==> config.mk <==
export PLATFORM = sky130hd
export DESIGN_NAME = utf16_to_utf8_encoder_flat
export DESIGN_NICKNAME = d
export VERILOG_FILES = /design/src/sv/u16u8_pkg.sv /design/src/sv/u16u8_unit_if.sv /design/src/sv/u16u8_byte_if.sv /design/src/sv/u16u8_queue.sv /design/src/sv/u16u8_front.sv /design/src/sv/u16u8_back.sv /design/src/sv/utf16_to_utf8_encoder.sv /design/src/flat_wrapper.sv
export VERILOG_INCLUDE_DIRS = /design/src /design/src/sv
export SDC_FILE = /design/constraint.sdc
export NUM_CORES = 1
export LEC_CHECK = 0
export BUFFER_PORTS_ARGS = -buffer_cell sky130_fd_sc_hd__buf_2
export CORE_UTILIZATION = 55
export DETAILED_ROUTE_END_ITERATION = 8
export PLACE_DENSITY = 0.83
export SLEW_MARGIN = 15
export SYNTH_ARGS = -nofsm -noshare
export SYNTH_HDL_FRONTEND = slang
export SYNTH_SLANG_ARGS = --single-unit
==> constraint.sdc <==
create_clock -name clk -period 3.8 [get_ports clk]
set_clock_uncertainty 0.1 [all_clocks]
set_input_delay 0.19 -clock clk [delete_from_list [all_inputs] [get_ports clk]]
set_output_delay 0.19 -clock clk [all_outputs]
set_load 0.01 [all_outputs]
==> src/sv/utf16_to_utf8_encoder_defines.svh <==
// Assertion macros shared by the encoder modules.
`ifndef UTF16_TO_UTF8_ENCODER_DEFINES_SVH
`define UTF16_TO_UTF8_ENCODER_DEFINES_SVH

// Same-cycle implication, disabled while reset is asserted.
`define U16U8_ASSERT_NOW(lbl, clk, rstn, ante, cons, msg) \
	lbl: assert property (@(posedge clk) disable iff (!rstn) (ante) |-> (cons)) \
		else $error(msg);

// Next-cycle implication, disabled while reset is asserted.
`define U16U8_ASSERT_NEXT(lbl, clk, rstn, ante, cons, msg) \
	lbl: assert property (@(posedge clk) disable iff (!rstn) (ante) |=> (cons)) \
		else $error(msg);

`endif

==> src/sv/u16u8_pkg.sv <==
`timescale 1ns / 1ps
`default_nettype none

package u16u8_pkg;

	// Default depth of the queue between the front and back parts.
	localparam int QUEUE_DEPTH_DEFAULT = 4;

	// Bytes that one queue entry can expand into.
	localparam int MAX_BYTES = 6;

	// Code point limits for the one, two and three byte forms.
	localparam logic [20:0] CP_LIMIT_1B = 21'h00080;
	localparam logic [20:0] CP_LIMIT_2B = 21'h00800;
	localparam logic [20:0] CP_LIMIT_3B = 21'h10000;

	// Upper six bits of high and low surrogates.
	localparam logic [5:0] HIGH_SURR_TAG = 6'b110110;
	localparam logic [5:0] LOW_SURR_TAG  = 6'b110111;

	// What the main part of an entry asks the back part to send.
	typedef enum logic [1:0] {
		MAIN_NONE,
		MAIN_CP,
		MAIN_INC
	} main_kind_t;

	// One classified input item: an optional lone held surrogate first,
	// then the main code point, an incomplete marker, or nothing.
	typedef struct packed {
		logic       pre_valid;
		logic [9:0] pre_bits;
		main_kind_t kind;
		logic [20:0] cp;
	} entry_t;

	// Encoded bytes of one code point, first byte at index 0.
	typedef struct packed {
		logic [3:0][7:0] b;
		logic [2:0]      len;
	} enc_t;

	function automatic enc_t encode_cp(input logic [20:0] cp);
		enc_t r;
		r.b = '0;
		if (cp < CP_LIMIT_1B) begin
			r.b[0] = {1'b0, cp[6:0]};
			r.len  = 3'd1;
		end else if (cp < CP_LIMIT_2B) begin
			r.b[0] = {3'b110, cp[10:6]};
			r.b[1] = {2'b10, cp[5:0]};
			r.len  = 3'd2;
		end else if (cp < CP_LIMIT_3B) begin
			r.b[0] = {4'b1110, cp[15:12]};
			r.b[1] = {2'b10, cp[11:6]};
			r.b[2] = {2'b10, cp[5:0]};
			r.len  = 3'd3;
		end else begin
			r.b[0] = {5'b11110, cp[20:18]};
			r.b[1] = {2'b10, cp[17:12]};
			r.b[2] = {2'b10, cp[11:6]};
			r.b[3] = {2'b10, cp[5:0]};
			r.len  = 3'd4;
		end
		return r;
	endfunction

endpackage

`default_nettype wire

==> src/sv/u16u8_unit_if.sv <==
`timescale 1ns / 1ps
`default_nettype none

// Channel carrying UTF-16 code units into the encoder.
interface u16u8_unit_if;
	logic        valid;
	logic        ready;
	logic [15:0] code_unit;
	logic        final_unit;

	modport source (output valid, output code_unit, output final_unit, input ready);
	modport sink (input valid, input code_unit, input final_unit, output ready);
endinterface

`default_nettype wire

==> src/sv/u16u8_byte_if.sv <==
`timescale 1ns / 1ps
`default_nettype none

// Channel carrying UTF-8 result bytes out of the encoder.
interface u16u8_byte_if;
	logic       valid;
	logic       ready;
	logic [7:0] out_byte;
	logic       run_end;
	logic       incomplete;

	modport source (output valid, output out_byte, output run_end, output incomplete,
		input ready);
	modport sink (input valid, input out_byte, input run_end, input incomplete,
		output ready);
endinterface

`default_nettype wire

==> src/sv/u16u8_queue.sv <==
`timescale 1ns / 1ps
`default_nettype none
`include "utf16_to_utf8_encoder_defines.svh"

module u16u8_queue #(
	parameter int DEPTH = u16u8_pkg::QUEUE_DEPTH_DEFAULT
) (
	input  wire logic              clk,
	input  wire logic              arst_n,
	input  wire logic              push,
	input  wire u16u8_pkg::entry_t push_data,
	output logic                   full,
	input  wire logic              pop,
	output u16u8_pkg::entry_t      pop_data,
	output logic                   empty
);
	import u16u8_pkg::*;

	localparam int PW = (DEPTH > 1) ? $clog2(DEPTH) : 1;
	localparam int CW = $clog2(DEPTH + 1);
	localparam logic [PW-1:0] LAST_PTR = PW'(DEPTH - 1);
	localparam logic [CW-1:0] FULL_CNT = CW'(DEPTH);

	entry_t          slot_q [DEPTH];
	logic [PW-1:0]   wr_ptr_q;
	logic [PW-1:0]   rd_ptr_q;
	logic [CW-1:0]   cnt_q;
	logic            do_push;
	logic            do_pop;

	assign full     = (cnt_q == FULL_CNT);
	assign empty    = (cnt_q == '0);
	assign do_push  = push && !full;
	assign do_pop   = pop && !empty;
	assign pop_data = slot_q[rd_ptr_q];

	// Entry storage; payload needs no reset.
	always_ff @(posedge clk) begin
		if (do_push) begin
			slot_q[wr_ptr_q] <= push_data;
		end
	end

	// Pointers and fill count.
	always_ff @(posedge clk or negedge arst_n) begin
		if (!arst_n) begin
			wr_ptr_q <= '0;
			rd_ptr_q <= '0;
			cnt_q    <= '0;
		end else begin
			if (do_push) begin
				wr_ptr_q <= (wr_ptr_q == LAST_PTR) ? '0 : wr_ptr_q + 1'b1;
			end
			if (do_pop) begin
				rd_ptr_q <= (rd_ptr_q == LAST_PTR) ? '0 : rd_ptr_q + 1'b1;
			end
			if (do_push && !do_pop) begin
				cnt_q <= cnt_q + 1'b1;
			end else if (do_pop && !do_push) begin
				cnt_q <= cnt_q - 1'b1;
			end
		end
	end

	`U16U8_ASSERT_NOW(a_cnt_bound, clk, arst_n, 1'b1, cnt_q <= FULL_CNT, "queue count overflow")

endmodule

`default_nettype wire

==> src/sv/u16u8_front.sv <==
`timescale 1ns / 1ps
`default_nettype none
`include "utf16_to_utf8_encoder_defines.svh"

module u16u8_front (
	input  wire logic          clk,
	input  wire logic          arst_n,
	u16u8_unit_if.sink         units,
	output logic               push,
	output u16u8_pkg::entry_t  push_data,
	input  wire logic          full
);
	import u16u8_pkg::*;

	logic [9:0] held_bits_q;
	logic       held_v_q;
	logic       accept;
	logic       is_high;
	logic       is_low;
	logic       want_push;
	entry_t     ent;

	assign units.ready = !full;
	assign accept      = units.valid && units.ready;
	assign is_high     = (units.code_unit[15:10] == HIGH_SURR_TAG);
	assign is_low      = (units.code_unit[15:10] == LOW_SURR_TAG);

	// Classify the unit against the held surrogate.
	always_comb begin
		ent           = '0;
		ent.kind      = MAIN_NONE;
		want_push     = 1'b1;
		if (held_v_q && is_low) begin
			ent.kind = MAIN_CP;
			ent.cp   = {1'b0, held_bits_q, units.code_unit[9:0]} + CP_LIMIT_3B;
		end else begin
			ent.pre_valid = held_v_q;
			ent.pre_bits  = held_bits_q;
			if (is_high) begin
				if (units.final_unit) begin
					ent.kind = MAIN_INC;
				end else begin
					ent.kind  = MAIN_NONE;
					want_push = held_v_q;
				end
			end else begin
				ent.kind = MAIN_CP;
				ent.cp   = {5'b0, units.code_unit};
			end
		end
	end

	assign push      = accept && want_push;
	assign push_data = ent;

	// Held high surrogate.
	always_ff @(posedge clk or negedge arst_n) begin
		if (!arst_n) begin
			held_v_q    <= 1'b0;
			held_bits_q <= '0;
		end else if (accept) begin
			held_v_q <= is_high && !units.final_unit;
			if (is_high && !units.final_unit) begin
				held_bits_q <= units.code_unit[9:0];
			end
		end
	end

	`U16U8_ASSERT_NEXT(a_final_clears, clk, arst_n, accept && units.final_unit, !held_v_q, "surrogate held after final unit")
	`U16U8_ASSERT_NEXT(a_none_holds, clk, arst_n, push && (ent.kind == MAIN_NONE), held_v_q, "prefix-only entry without a new held surrogate")

endmodule

`default_nettype wire

==> src/sv/u16u8_back.sv <==
`timescale 1ns / 1ps
`default_nettype none
`include "utf16_to_utf8_encoder_defines.svh"

module u16u8_back (
	input  wire logic              clk,
	input  wire logic              arst_n,
	input  wire u16u8_pkg::entry_t pop_data,
	input  wire logic              empty,
	output logic                   pop,
	u16u8_byte_if.source           octets
);
	import u16u8_pkg::*;

	logic [MAX_BYTES-1:0][7:0] bytes_q;
	logic [2:0]                cnt_q;
	logic [2:0]                idx_q;
	logic                      inc_q;
	logic                      busy_q;
	logic                      out_valid_q;
	logic [7:0]                out_byte_q;
	logic                      out_end_q;
	logic                      out_inc_q;

	logic                      emit;
	logic                      last_emit;
	logic                      load;
	enc_t                      pre_enc;
	enc_t                      main_enc;
	logic [MAX_BYTES-1:0][7:0] load_bytes;
	logic [2:0]                load_cnt;

	// Expand the head entry into its byte list.
	always_comb begin
		pre_enc  = encode_cp({5'b0, HIGH_SURR_TAG, pop_data.pre_bits});
		main_enc = encode_cp(pop_data.cp);
		case (pop_data.kind)
			MAIN_CP: begin
			end
			MAIN_INC: begin
				main_enc.b   = '0;
				main_enc.len = 3'd1;
			end
			default: begin
				main_enc.b   = '0;
				main_enc.len = 3'd0;
			end
		endcase
		if (pop_data.pre_valid) begin
			load_bytes = {main_enc.b[2], main_enc.b[1], main_enc.b[0],
				pre_enc.b[2], pre_enc.b[1], pre_enc.b[0]};
			load_cnt   = main_enc.len + 3'd3;
		end else begin
			load_bytes = {16'h0000, main_enc.b};
			load_cnt   = main_enc.len;
		end
	end

	assign emit      = busy_q && (!out_valid_q || octets.ready);
	assign last_emit = emit && (idx_q == cnt_q - 3'd1);
	assign load      = !empty && (!busy_q || last_emit);
	assign pop       = load;

	// Byte serializer working register.
	always_ff @(posedge clk or negedge arst_n) begin
		if (!arst_n) begin
			busy_q <= 1'b0;
			idx_q  <= '0;
			cnt_q  <= '0;
		end else if (load) begin
			busy_q <= 1'b1;
			idx_q  <= '0;
			cnt_q  <= load_cnt;
		end else if (last_emit) begin
			busy_q <= 1'b0;
		end else if (emit) begin
			idx_q <= idx_q + 3'd1;
		end
	end

	// Working payload.
	always_ff @(posedge clk) begin
		if (load) begin
			bytes_q <= load_bytes;
			inc_q   <= (pop_data.kind == MAIN_INC);
		end
	end

	// Output register, parting the serializer from the consumer.
	always_ff @(posedge clk or negedge arst_n) begin
		if (!arst_n) begin
			out_valid_q <= 1'b0;
		end else if (emit) begin
			out_valid_q <= 1'b1;
		end else if (octets.ready) begin
			out_valid_q <= 1'b0;
		end
	end

	always_ff @(posedge clk) begin
		if (emit) begin
			out_byte_q <= bytes_q[idx_q];
			out_end_q  <= last_emit;
			out_inc_q  <= inc_q && last_emit;
		end
	end

	assign octets.valid      = out_valid_q;
	assign octets.out_byte   = out_byte_q;
	assign octets.run_end    = out_end_q;
	assign octets.incomplete = out_inc_q;

	`U16U8_ASSERT_NOW(a_inc_is_end, clk, arst_n, out_valid_q && out_inc_q, out_end_q && (out_byte_q == 8'h00), "incomplete result not last or not empty")
	`U16U8_ASSERT_NOW(a_busy_cnt, clk, arst_n, busy_q, (cnt_q != 3'd0) && (idx_q < cnt_q), "serializer index out of range")

endmodule

`default_nettype wire

==> src/sv/utf16_to_utf8_encoder.sv <==
`timescale 1ns / 1ps
`default_nettype none

// UTF-16 to UTF-8 encoder. One code unit enters per transfer on units and
// the UTF-8 bytes leave one per transfer on octets, most significant byte
// first, with run_end marking the last byte caused by each unit. A high
// surrogate is held until the next unit: a following low surrogate makes a
// four byte sequence, otherwise the held surrogate goes out alone as three
// bytes. A high surrogate on the final unit gives one result with incomplete
// set and a zero byte. The front part classifies a unit in the cycle it is
// accepted and can take a new unit every cycle while its queue has room; the
// back part's byte serializer sends one byte per cycle while the consumer is
// ready, so a unit in the basic plane gives one to three bytes, a surrogate
// pair four bytes over two units, and a lone held surrogate adds three.
// Sustained throughput is set by that serializer.
module utf16_to_utf8_encoder #(
	parameter int QUEUE_DEPTH = u16u8_pkg::QUEUE_DEPTH_DEFAULT
) (
	input  wire logic     clk,
	input  wire logic     arst_n,
	u16u8_unit_if.sink    units,
	u16u8_byte_if.source  octets
);
	import u16u8_pkg::*;

	logic   push;
	logic   full;
	logic   pop;
	logic   empty;
	entry_t push_data;
	entry_t pop_data;

	// Classification and surrogate holding.
	u16u8_front u_front (
		.clk       (clk),
		.arst_n    (arst_n),
		.units     (units),
		.push      (push),
		.push_data (push_data),
		.full      (full)
	);

	// Decoupling queue.
	u16u8_queue #(
		.DEPTH (QUEUE_DEPTH)
	) u_queue (
		.clk       (clk),
		.arst_n    (arst_n),
		.push      (push),
		.push_data (push_data),
		.full      (full),
		.pop       (pop),
		.pop_data  (pop_data),
		.empty     (empty)
	);

	// Byte serializer.
	u16u8_back u_back (
		.clk      (clk),
		.arst_n   (arst_n),
		.pop_data (pop_data),
		.empty    (empty),
		.pop      (pop),
		.octets   (octets)
	);

endmodule

`default_nettype wire

==> src/flat_wrapper.sv <==
// flat-port wrapper written by rule: the top's interface ports become plain ports
module utf16_to_utf8_encoder_flat import u16u8_pkg::*;
#(
	parameter int QUEUE_DEPTH = u16u8_pkg::QUEUE_DEPTH_DEFAULT
)
  (clk, arst_n, units_valid, units_code_unit, units_final_unit, units_ready, octets_valid, octets_out_byte, octets_run_end, octets_incomplete, octets_ready);
  u16u8_unit_if units_i ();
  u16u8_byte_if octets_i ();
  input  wire logic clk;
  input  wire logic arst_n;
  input wire logic [$bits(units_i.valid)-1:0] units_valid;
  input wire logic [$bits(units_i.code_unit)-1:0] units_code_unit;
  input wire logic [$bits(units_i.final_unit)-1:0] units_final_unit;
  output wire logic [$bits(units_i.ready)-1:0] units_ready;
  output wire logic [$bits(octets_i.valid)-1:0] octets_valid;
  output wire logic [$bits(octets_i.out_byte)-1:0] octets_out_byte;
  output wire logic [$bits(octets_i.run_end)-1:0] octets_run_end;
  output wire logic [$bits(octets_i.incomplete)-1:0] octets_incomplete;
  input wire logic [$bits(octets_i.ready)-1:0] octets_ready;
  assign units_i.valid = units_valid;
  assign units_i.code_unit = units_code_unit;
  assign units_i.final_unit = units_final_unit;
  assign units_ready = units_i.ready;
  assign octets_valid = octets_i.valid;
  assign octets_out_byte = octets_i.out_byte;
  assign octets_run_end = octets_i.run_end;
  assign octets_incomplete = octets_i.incomplete;
  assign octets_i.ready = octets_ready;
  utf16_to_utf8_encoder #(.QUEUE_DEPTH(QUEUE_DEPTH)) u_core (.clk(clk), .arst_n(arst_n), .units(units_i), .octets(octets_i));
endmodule
==> reports/metrics.yaml, run 1 <==
place.gp.congestion: 0.9302
max_freq_mhz: 296.4
synth_edf_count: 190
placed_cell_area_um2: 9970
clk_pin_slew_ns: 0.07
drtIter0Drc: 469
setup-violations-final: 0
postLayoutCellArea_um2: 10900
final.setup.tns_ns: 0
ys_ff_latch: 216
clockRootBuffer: "clkbuf_16"
maxCapViolations: 0
numPortBuffers: 32
drcViolationCount: 0
p_per_area_nw_per_um2: 848.0
synth_nets: 635
synth_top_area_cell: "edfxtp_1"
hold_viol: 0
grt_pass1_wl_um: 31840
power_frac_seq: 0.399
layout_min_cycle_time_ns: 3.374
avgSynthCellArea_um2: 15.83
drive_gt1_frac: 0.2297
vias_per_cell: 6.156
synth_cell_types: 58
arrival_ns: 3.62
vias: 5534
multi_input_area_um2: 2944
async_flop_share: 0.1204
hpwl_um: 13170
cts_tree: "yes"
grt.overflow.total: 0
leakage_nw: 3.960
outcome: "finished clean"
internal_power_mw: 6.165
firstDrtPassIters: 5
fp.dieArea_um2: 17830
crit_slowest_cell: "dfrtp_2"
final_cell_mix: "edfxtp_1 (190), mux4_2 (39), nand2_1 (35), and2_1 (34)"
tightestPinTransition_ns: 0.8089
worst-path-buf-inv: 1
synth_cells: 601
drv_slew: 0
swShare: 0.3329
start_util: 0.5677
fillCellCount: 1158
yosysTopAreaCellShare: 0.5997
pwr-share-comb: 0.350
end_kind: "register"
syn_area_um2: 9514
grt_pass1_vias: 5733
yosysSeqAreaShare: 0.6681
grt.total_usage: 0.2365
die_height_um: 133.5
power_switching_mw: 3.076
cts_made_buffers: 22
layout_commonest_cell: "edfxtp_1"
rsz0062_at_grt: "no"
grt_max_degree: 56
max-clock-path-buffers: 3
antenna_found_initial: 1
p_clk_frac: 0.251
clock_sinks: 216
worstSkewPairLatency_ns: 0.49
relSlewSlack: 0.4608
irDropWorstVdd_v: 0.0004654
seqCellArea_um2: 6357
cp.required_ns: 4.04
wl_per_cell_um: 22.57
yosys_warnings: 0
antenna_cells: 0
ioPinCount: 33
critPathTopFamily: "simple AND/OR/NAND/NOR gates"
final_util: 0.6502
crit_type: "reg -> reg"
htreeDepth: 1
num_rows: 47
core_area_um2: 16760
crit_fanout: 16
cp-start-kind: "register"
wirelength_um: 20290
cp_slowest_stage_delay_ns: 0.69
postRouteAntennaNets: 0
syn_to_final_growth_pct: 14.53
die_width_um: 133.5
post_cts_resized: 0
crit_chain: "buf_4 > mux4_2 > nor4_4 > nor3_1 > or3_1 > nor2b_1 > ha_1 > nor2_1 > xnor2_1 > a21oi_1"
min_path_type: "in -> reg"
synth_ff_type: "edfxtp_1"
yosys-top-cells-area: "edfxtp_1 (60%), mux4_2 (9.2%), dfrtp_1 (6.8%), mux2_2 (2.2%), and2_1 (2.2%)"
layout.nets: 697
period_share: 0.8880
fin_hold_ws_ns: 0.04316
==> what timing repair did <==
item                       CTS  global route
hold endpoints to repair    74             0
setup buffers                0             0
setup endpoints to repair    0             0
hold buffers                14             0
==> final timing paths <==
| check | start | endpoint | slack (ns) | depth (start not counted) |
|---|---|---|---|---|
| min in group asynchronous | arst_n | u_core.u_back.idx_q[1] | 0.20 | 2 |
| max in group asynchronous | arst_n | u_core.u_queue.rd_ptr_q[0] | 2.87 | 2 |
| min reg2reg | u_core.u_back.busy_q | u_core.u_back.octets.valid | 0.39 | 2 |
| max | u_core.u_queue.rd_ptr_q[0] | u_core.u_back.cnt_q[2] | 0.43 | 10 |
| min | units_code_unit[14] | u_core.u_queue.slot_q[1][14] | 0.04 | 3 |
| max reg2reg | u_core.u_queue.rd_ptr_q[0] | u_core.u_back.cnt_q[2] | 0.43 | 10 |
==> final cells by class <==
class	instances	share of cell area
Multi-Input combinational cell	337	0.2702
Inverter	18	0.006200
Tap cell	220	0.02526
Clock buffer	24	0.05316
Timing Repair Buffer	68	0.04271
Clock inverter	16	0.01906
Sequential cell	216	0.5834
==> logic make-up after synthesis <==
logic type / count (synthesis) / share of synthesized area
buffers and inverters: 48 / 0.02327
AND/OR/NAND/NOR: 153 / 0.08403
multiplexers: 75 / 0.1332
flip-flops: 216 / 0.6681
XOR/XNOR: 11 / 0.01157
AO/OA/AOI/OAI: 85 / 0.06194
adder cells (fa/ha/maj): 13 / 0.01788
==> per-layer routing <==
layer,routed length [um],up-vias,global-route usage
li1,-,2467,-
met4,486,0,0.07197
met1,8186,2795,0.3015
met2,10480,229,0.4198
met5,0,-,0
met3,1134,43,0.03463
==> power groups by stage <==
stage	combinational, mW	clock, mW	sequential (mW)
detailed placement	3.18	0	3.72
CTS	3.22	2.36	3.69
global placement	3.12	0	3.67
floorplan	2.37	0	3.60
finish	3.24	2.32	3.69
global route	3.50	2.44	3.74
==> metrics by stage <==
step	cells	total power, mW	worst slack (ns)
after global placement	845	6.792	0.5212
final	899	9.241	0.4257
after global routing	899	9.682	0.2440
after CTS	899	9.271	0.4089
after detailed placement	845	6.901	0.4475
after floorplan	601	5.971	0.06055
==> worst reg2reg max path: stages, from the launching register on <==
cell and delay, ns:
dfrtp_2 0.69, buf_4 0.33, mux4_2 0.61, nor4_4 0.38, nor3_1 0.09, or3_1 0.34, nor2b_1 0.15, ha_1 0.18
nor2_1 0.13, xnor2_1 0.14, a21oi_1 0.09
==> sequential cells by signal, summed over array words and instances (netlist names) <==
signal                           cells
u_core.u_queue.slot_q              136
u_core.u_back.bytes_q               43
u_core.u_front.held_bits_q          10
u_core.u_back.octets.out_byte        8
u_core.u_back.cnt_q                  3
u_core.u_back.idx_q                  3
u_core.u_queue.cnt_q                 3
u_core.u_queue.rd_ptr_q              2
u_core.u_queue.wr_ptr_q              2
u_core.u_back.busy_q                 1
u_core.u_back.inc_q                  1
u_core.u_back.octets.incomplete      1
u_core.u_back.octets.run_end         1
u_core.u_back.octets.valid           1
u_core.u_front.held_v_q              1
==> Yosys cell counts, drive strengths merged (2+ instances only) <==
| library cell | instances |
|---|---|
| a22o | 14 |
| o311ai | 2 |
| a31oi | 3 |
| xor2 | 7 |
| nor2b | 5 |
| nand3 | 24 |
| and4 | 2 |
| nor4 | 3 |
| dfrtp | 26 |
| nand4 | 3 |
| nand2 | 36 |
| o211ai | 2 |
| o21bai | 2 |
| inv | 18 |
| mux2 | 20 |
| mux2i | 16 |
| a21o | 3 |
| o31ai | 2 |
| or4 | 2 |
| xnor2 | 3 |
| o22ai | 9 |
| nand2b | 5 |
| buf | 15 |
| mux4 | 39 |
| ha | 12 |
| a311o | 3 |
| or3 | 2 |
| clkbuf | 15 |
| o21ai | 17 |
| a21oi | 17 |
| edfxtp | 190 |
| nor3 | 3 |
| nor2 | 33 |
| and2 | 34 |
Power figures use the tool's default switching activity.
==> inputs of run 2 (changes only) <==
--- a/config.mk
+++ b/config.mk
@@ -8,9 +8,9 @@
 export LEC_CHECK = 0
 export BUFFER_PORTS_ARGS = -buffer_cell sky130_fd_sc_hd__buf_2
 export CORE_UTILIZATION = 55
+export CTS_BUF_LIST = sky130_fd_sc_hd__clkbuf_4
 export DETAILED_ROUTE_END_ITERATION = 8
-export PLACE_DENSITY = 0.83
-export SLEW_MARGIN = 15
+export PLACE_DENSITY = 0.8
 export SYNTH_ARGS = -nofsm -noshare
 export SYNTH_HDL_FRONTEND = slang
 export SYNTH_SLANG_ARGS = --single-unit
==> constraint.sdc (replaced) <==
create_clock -name clk -period 4.1 [get_ports clk]
set_clock_uncertainty 0.1 [all_clocks]
set_input_delay 0.205 -clock clk [delete_from_list [all_inputs] [get_ports clk]]
set_output_delay 0.205 -clock clk [all_outputs]
set_load 0.01 [all_outputs]
==> reports/metrics.yaml, run 2 (synthesized netlist as in run 1, its figures left out) <==
critPathTopFamily: "simple AND/OR/NAND/NOR gates"  # unchanged
start_util: 0.5677  # unchanged
core_area_um2: 16760  # unchanged
p_per_area_nw_per_um2: 753.2  # was 848.0 nW/um^2
reg2regPathDepth: 10  # unchanged
cp-start-kind: "register"  # unchanged
cts_hold_buf: 22  # was 14
drtIter0Drc: 432  # was 469
place.gp.congestion: 0.9297  # was 0.9302
firstDrtPassIters: 5  # unchanged
drcViolationCount: 0  # unchanged
grt_pass1_wl_um: 31260  # was 31,840 um
clock_sinks: 216  # unchanged
placedCellCount: 841  # was 845
numPortBuffers: 32  # unchanged
postRouteAntennaNets: 0  # unchanged
layout_setup_ws_ns: 0.7877  # was 0.4257 ns
crit_chain: "buf_4 > mux4_2 > or4_1 > nor3_1 > or3_1 > nor2b_1 > ha_1 > nor2_1 > xnor2_1 > a21oi_1"  # was buf_4 > mux4_2 > nor4_4 > nor3_1 > or3_1 > nor2b_1 > ha_1 > nor2_1 > xnor2_1 > a21oi_1
fp.dieArea_um2: 17830  # unchanged
cts_tree: "yes"  # unchanged
fin_hold_ws_ns: 0.2423  # was 0.04316 ns
die_width_um: 133.5  # unchanged
min_path_type: "in -> reg"  # unchanged
min_path_cells: 3  # unchanged
crit_slowest_cell: "or4_1"  # was dfrtp_2
r2r_end: "u_core.u_back.cnt_q[2]"  # unchanged
fin_cells: 960  # was 899
num_rows: 47  # unchanged
seqCellArea_um2: 6357  # unchanged
layout.nets: 731  # was 697
reg2reg_from: "u_core.u_queue.rd_ptr_q[0]"  # unchanged
maxCapViolations: 0  # unchanged
vias: 5655  # was 5,534
worstSkewPairLatency_ns: 0.67  # was 0.49 ns
grt_max_degree: 56  # unchanged
reg2reg_slack_ns: 0.79  # was 0.43 ns
worstSetupStartpoint: "u_core.u_queue.rd_ptr_q[0]"  # unchanged
htreeDepth: 2  # was 1
wirelength_um: 19690  # was 20,290 um
max_freq_mhz: 301.9  # was 296.4 MHz
die_height_um: 133.5  # unchanged
arrival_ns: 3.71  # was 3.62 ns
hold_viol: 0  # unchanged
end_kind: "register"  # unchanged
worst-path-buf-inv: 1  # unchanged
clockRootBuffer: "clkbuf_4"  # was clkbuf_16
clk_pin_slew_ns: 0.07  # about the same
power_mw: 8.197  # was 9.241 mW
relSlewSlack: 0.4784  # was 0.4608
cp_slowest_stage_delay_ns: 0.73  # was 0.69 ns
largest_reg_flops: 136  # unchanged
crit_fanout: 17  # was 16
cts_made_buffers: 52  # was 22
multi_input_area_um2: 2944  # unchanged
final_util: 0.6493  # was 0.6502
ioPinCount: 33  # unchanged
pre_cts_slack_ns: 0.8228  # was 0.4475 ns
rsz0062_at_grt: "no"  # unchanged
post-cts-setup-buffers: 0  # unchanged
wl_per_cell_um: 20.51  # was 22.57 um
layout_commonest_cell: "edfxtp_1"  # unchanged
antenna_found_initial: 1  # unchanged
final_cell_mix: "edfxtp_1 (190), clkbuf_4 (77), mux4_2 (39), nand2_1 (35), and2_1 (34)"  # was edfxtp_1 (190), mux4_2 (39), nand2_1 (35), and2_1 (34)
leakage_nw: 4.002  # was 3.960 nW
cp.required_ns: 4.49  # was 4.04 ns
postLayoutCellArea_um2: 10880  # was 10,900 um^2
syn_to_final_growth_pct: 14.39  # was 14.53%
grt_pass1_vias: 5848  # was 5,733
placed_cell_area_um2: 9952  # was 9970 um^2
fillCellCount: 1231  # was 1,158
post_cts_resized: 0  # unchanged
hold_end: "u_core.u_front.held_bits_q[1]"  # was u_core.u_queue.slot_q[1][14]
grt.overflow.total: 0  # unchanged
setup-violations-final: 0  # unchanged
drv_slew: 0  # unchanged
tightestPinTransition_ns: 0.7802  # was 0.8089 ns
largestRegisters: "u_core.u_queue.slot_q x136, u_core.u_back.bytes_q x43, u_core.u_front.held_bits_q x10"  # unchanged
layout_min_cycle_time_ns: 3.312  # was 3.374 ns
min_from: "units_code_unit[1]"  # was units_code_unit[14]
final.setup.tns_ns: 0  # unchanged
crit_type: "reg -> reg"  # unchanged
outcome: "finished clean"  # unchanged
irDropWorstVdd_v: 0.0003705  # was 0.0004654 V
drive_gt1_frac: 0.2706  # was 0.2297
grt.total_usage: 0.2342  # was 0.2365
period_share: 0.8079  # was 0.8880
max-clock-path-buffers: 3  # unchanged
vias_per_cell: 5.891  # was 6.156
hpwl_um: 12810  # was 13,170 um
top_register: "u_core.u_queue.slot_q"  # unchanged
## run 2: how the worst max path moves through the flow
stage                              to  cells after the start
2_1_floorplan  u_core.u_back.cnt_q[2]                     16
3_3_place_gp   u_core.u_back.cnt_q[2]                     10
3_5_place_dp   u_core.u_back.cnt_q[1]                      9
4_1_cts        u_core.u_back.cnt_q[2]                     10
5_1_grt        u_core.u_back.cnt_q[1]                      9
6_report       u_core.u_back.cnt_q[2]                     10
## run 2: power breakdown
| group | internal, mW | leakage [nW] | switching (mW) |
|---|---|---|---|
| logic | 1.24 | 1.49 | 1.78 |
| registers | 3.13 | 2.10 | 0.211 |
| clock network | 0.990 | 0.415 | 0.836 |
## run 2: per-layer routing
metal  share of wire  global-route usage  up-vias  wire, um
li1                -                   -     2573         -
met1            0.42              0.3026     2812      8238
met2            0.50              0.3889      218      9782
met3           0.060             0.05289       52      1180
met4           0.025             0.08965        0       488
met5               0                   0        -         0
## run 2: final cells by class
type | instances | area share
tap | 220 | 0.02529
inverter | 18 | 0.006208
multi-input combinational | 337 | 0.2705
sequential | 216 | 0.5842
clock inverter | 19 | 0.01196
clock buffer | 77 | 0.05312
antenna | 1 | 0.0002299
timing repair buffer | 72 | 0.04852
## run 2: worst reg2reg max path, stage by stage, from the launching register on
cell and delay [ns]:
dfrtp_2 0.36, buf_4 0.30, mux4_2 0.61, or4_1 0.73
nor3_1 0.29, or3_1 0.16, nor2b_1 0.14, ha_1 0.15
nor2_1 0.05, xnor2_1 0.17, a21oi_1 0.09
==> inputs of run 3 (changes only) <==
--- a/config.mk
+++ b/config.mk
@@ -6,6 +6,7 @@
 export SDC_FILE = /design/constraint.sdc
 export NUM_CORES = 1
 export LEC_CHECK = 0
+export ABC_AREA = 1
 export BUFFER_PORTS_ARGS = -buffer_cell sky130_fd_sc_hd__buf_2
 export CORE_UTILIZATION = 55
 export CTS_BUF_LIST = sky130_fd_sc_hd__clkbuf_4
==> constraint.sdc (replaced) <==
create_clock -name clk -period 3.47 [get_ports clk]
set_clock_uncertainty 0.1 [all_clocks]
set_input_delay 0.1735 -clock clk [delete_from_list [all_inputs] [get_ports clk]]
set_output_delay 0.1735 -clock clk [all_outputs]
set_load 0.01 [all_outputs]
==> reports/metrics.yaml, run 3 <==
outcome: "finished clean"  # unchanged
yosysSeqAreaShare: 0.6617  # was 0.6681
largestRegisters: "u_core.u_queue.slot_q x136, u_core.u_back.bytes_q x43, u_core.u_front.held_bits_q x10"  # unchanged
syn_area_um2: 9605  # was 9514 um^2
drtIter0Drc: 635  # was 432
vias_per_cell: 5.550  # was 5.891
tightestPinTransition_ns: 0.7238  # was 0.7802 ns
grt.total_usage: 0.2457  # was 0.2342
clock_sinks: 216  # unchanged
clk_pin_slew_ns: 0.07  # about the same
power_mw: 9.692  # was 8.197 mW
synth_cells: 898  # was 601
crit_type: "reg -> reg"  # unchanged
crit_fanout: 10  # was 17
rsz0062_at_grt: "no"  # unchanged
die_width_um: 134.2  # was 133.5 um
post_cts_resized: 0  # unchanged
cp-start-kind: "register"  # unchanged
largest_reg_flops: 136  # unchanged
start_util: 0.5711  # was 0.5677
firstDrtPassIters: 5  # unchanged
arrival_ns: 3.41  # was 3.71 ns
ys_ff_latch: 216  # unchanged
synth.most_common_cell: "nand2_1"  # was edfxtp_1
core_area_um2: 16820  # was 16,760 um^2
min_path_type: "in -> reg"  # unchanged
num_rows: 47  # unchanged
die_height_um: 134.2  # was 133.5 um
reg2regPathDepth: 13  # was 10
relSlewSlack: 0.5161  # was 0.4784
r2r_end: "u_core.u_back.cnt_q[2]"  # unchanged
layout_commonest_cell: "nand2_1"  # was edfxtp_1
vias: 6899  # was 5,655
grt_max_degree: 65  # was 56
leakage_nw: 4.336  # was 4.002 nW
yosys_warnings: 0  # unchanged
cts_made_buffers: 54  # was 52
cts_tree: "yes"  # unchanged
reg2reg_slack_ns: 0.49  # was 0.79 ns
clockRootBuffer: "clkbuf_4"  # unchanged
irDropWorstVdd_v: 0.0003998  # was 0.0003705 V
synth_nets: 932  # was 635
htreeDepth: 2  # unchanged
hold_viol: 0  # unchanged
async_flop_share: 0.1204  # unchanged
period_share: 0.8596  # was 0.8079
grt_pass1_wl_um: 34040  # was 31,260 um
cp-endpoint: "u_core.u_back.cnt_q[2]"  # unchanged
worstSetupStartpoint: "u_core.u_queue.rd_ptr_q[1]"  # was u_core.u_queue.rd_ptr_q[0]
avgSynthCellArea_um2: 10.70  # was 15.83 um^2
layout.nets: 1017  # was 731
ioPinCount: 33  # unchanged
cp.required_ns: 3.90  # was 4.49 ns
worstSkewPairLatency_ns: 0.68  # was 0.67 ns
grt_pass1_vias: 6753  # was 5,848
fillCellCount: 1326  # was 1,231
wirelength_um: 21070  # was 19,690 um
grt.overflow.total: 0  # unchanged
wl_per_cell_um: 16.95  # was 20.51 um
end_kind: "register"  # unchanged
antenna_found_initial: 1  # unchanged
syn_to_final_growth_pct: 13.60  # was 14.39%
setup-violations-final: 0  # unchanged
place.gp.congestion: 0.9009  # was 0.9297
synth_ff_type: "edfxtp_1"  # unchanged
synth_edf_count: 190  # unchanged
numPortBuffers: 32  # unchanged
drive_gt1_frac: 0.1595  # was 0.2706
reg2reg_from: "u_core.u_queue.rd_ptr_q[1]"  # was u_core.u_queue.rd_ptr_q[0]
max_freq_mhz: 335.2  # was 301.9 MHz
layout_min_cycle_time_ns: 2.983  # was 3.312 ns
maxCapViolations: 0  # unchanged
yosysTopAreaCellShare: 0.5940  # was 0.5997
fp.dieArea_um2: 18000  # was 17,830 um^2
final_util: 0.6488  # was 0.6493
synth_top_area_cell: "edfxtp_1"  # unchanged
hpwl_um: 13010  # was 12,810 um
final.setup.tns_ns: 0  # unchanged
top_register: "u_core.u_queue.slot_q"  # unchanged
max-clock-path-buffers: 3  # unchanged
p_per_area_nw_per_um2: 888.2  # was 753.2 nW/um^2
yosys-top-cells-area: "edfxtp_1 (59%), nand2_1 (8.1%), dfrtp_1 (6.8%), o21ai_0 (4.1%), nor2_1 (4.1%)"  # was edfxtp_1 (60%), mux4_2 (9.2%), dfrtp_1 (6.8%), mux2_2 (2.2%), and2_1 (2.2%)
synth_cell_types: 41  # was 58
min_from: "octets_ready"  # was units_code_unit[1]
drcViolationCount: 0  # unchanged
seqCellArea_um2: 6357  # unchanged
drv_slew: 0  # unchanged
final_cell_mix: "nand2_1 (207), edfxtp_1 (190), nor2_1 (101), clkbuf_4 (81), o21ai_0 (79)"  # was edfxtp_1 (190), clkbuf_4 (77), mux4_2 (39), nand2_1 (35), and2_1 (34)
synthTopCellsByCount: "nand2_1 (207), edfxtp_1 (190), nor2_1 (105)"  # was edfxtp_1 (190), mux4_2 (39), nand2_1 (35)
multi_input_area_um2: 2805  # was 2944 um^2
postRouteAntennaNets: 0  # unchanged
-- run 3: critical path: stages (launching register included) --
cell     delay [ns]
dfrtp_1        0.38
inv_1          0.25
a21oi_1        0.07
a32oi_1        0.23
inv_1          0.07
ha_1           0.36
nor2_1         0.27
inv_1          0.21
nor2_4         0.27
nand2_2        0.08
ha_1           0.20
nor2_1         0.13
xnor2_1        0.12
o21ai_0        0.08
-- run 3: worst min path at each step --
stage,endpoint,slack [ns],cells past startpoint
final,u_core.u_back.octets.valid,0.21,5
after global routing,u_core.u_back.octets.valid,0.22,5
after CTS,u_core.u_back.octets.valid,0.17,5
after detailed placement,u_core.u_back.idx_q[2],0.16,1
after global placement,u_core.u_back.octets.valid,0.16,1
after floorplan,u_core.u_back.busy_q,-0.22,0
-- run 3: per-stage QoR --
step	setup WS [ns]	hold WS (ns)	instance area [um^2]	cells
after floorplan	0.06382	-0.2221	9613	898
after global placement	0.6033	0.1576	10010	1125
after detailed placement	0.5502	0.1596	10010	1125
after CTS	0.5191	0.1699	10910	1242
after global routing	0.2809	0.2220	10910	1243
final	0.4871	0.2119	10910	1243
-- run 3: kinds of logic after synthesis --
group / share of synthesized area
AO/OA/AOI/OAI: 0.07790
flip-flops: 0.6617
XOR/XNOR: 0.008207
adder cells (fa/ha/maj): 0.01771
multiplexers: 0.002344
AND/OR/NAND/NOR: 0.1820
buffers and inverters: 0.05015
-- run 3: power by group --
group,total (mW),internal (mW),switching [mW]
Combinational,3.69,1.11,2.57
Clock,2.06,1.06,0.992
Sequential,3.95,3.74,0.213
Total,9.69,5.91,3.78
-- run 3: area by class of cell --
cell class	instances	area share
diodes	1	0.0002293
flip-flops and latches	216	0.5826
clock buffers	81	0.05573
repair buffers	69	0.04954
well taps	220	0.02523
inverters	68	0.02385
clock inverters	14	0.005733
multi-input cells	574	0.2571
-- run 3: per-layer routing --
metal | wire length [um] | GRT usage | up-vias
met2 | 10170 | 0.3961 | 305
met4 | 418 | 0.09426 | 0
met1 | 8871 | 0.3294 | 3264
li1 | - | - | 3285
met3 | 1612 | 0.05140 | 45
met5 | 0 | 0 | -
-- run 3: timing repair --
item                      CTS  global route
hold buffers               22             0
hold endpoints to repair  106             0
setup buffers               0             0
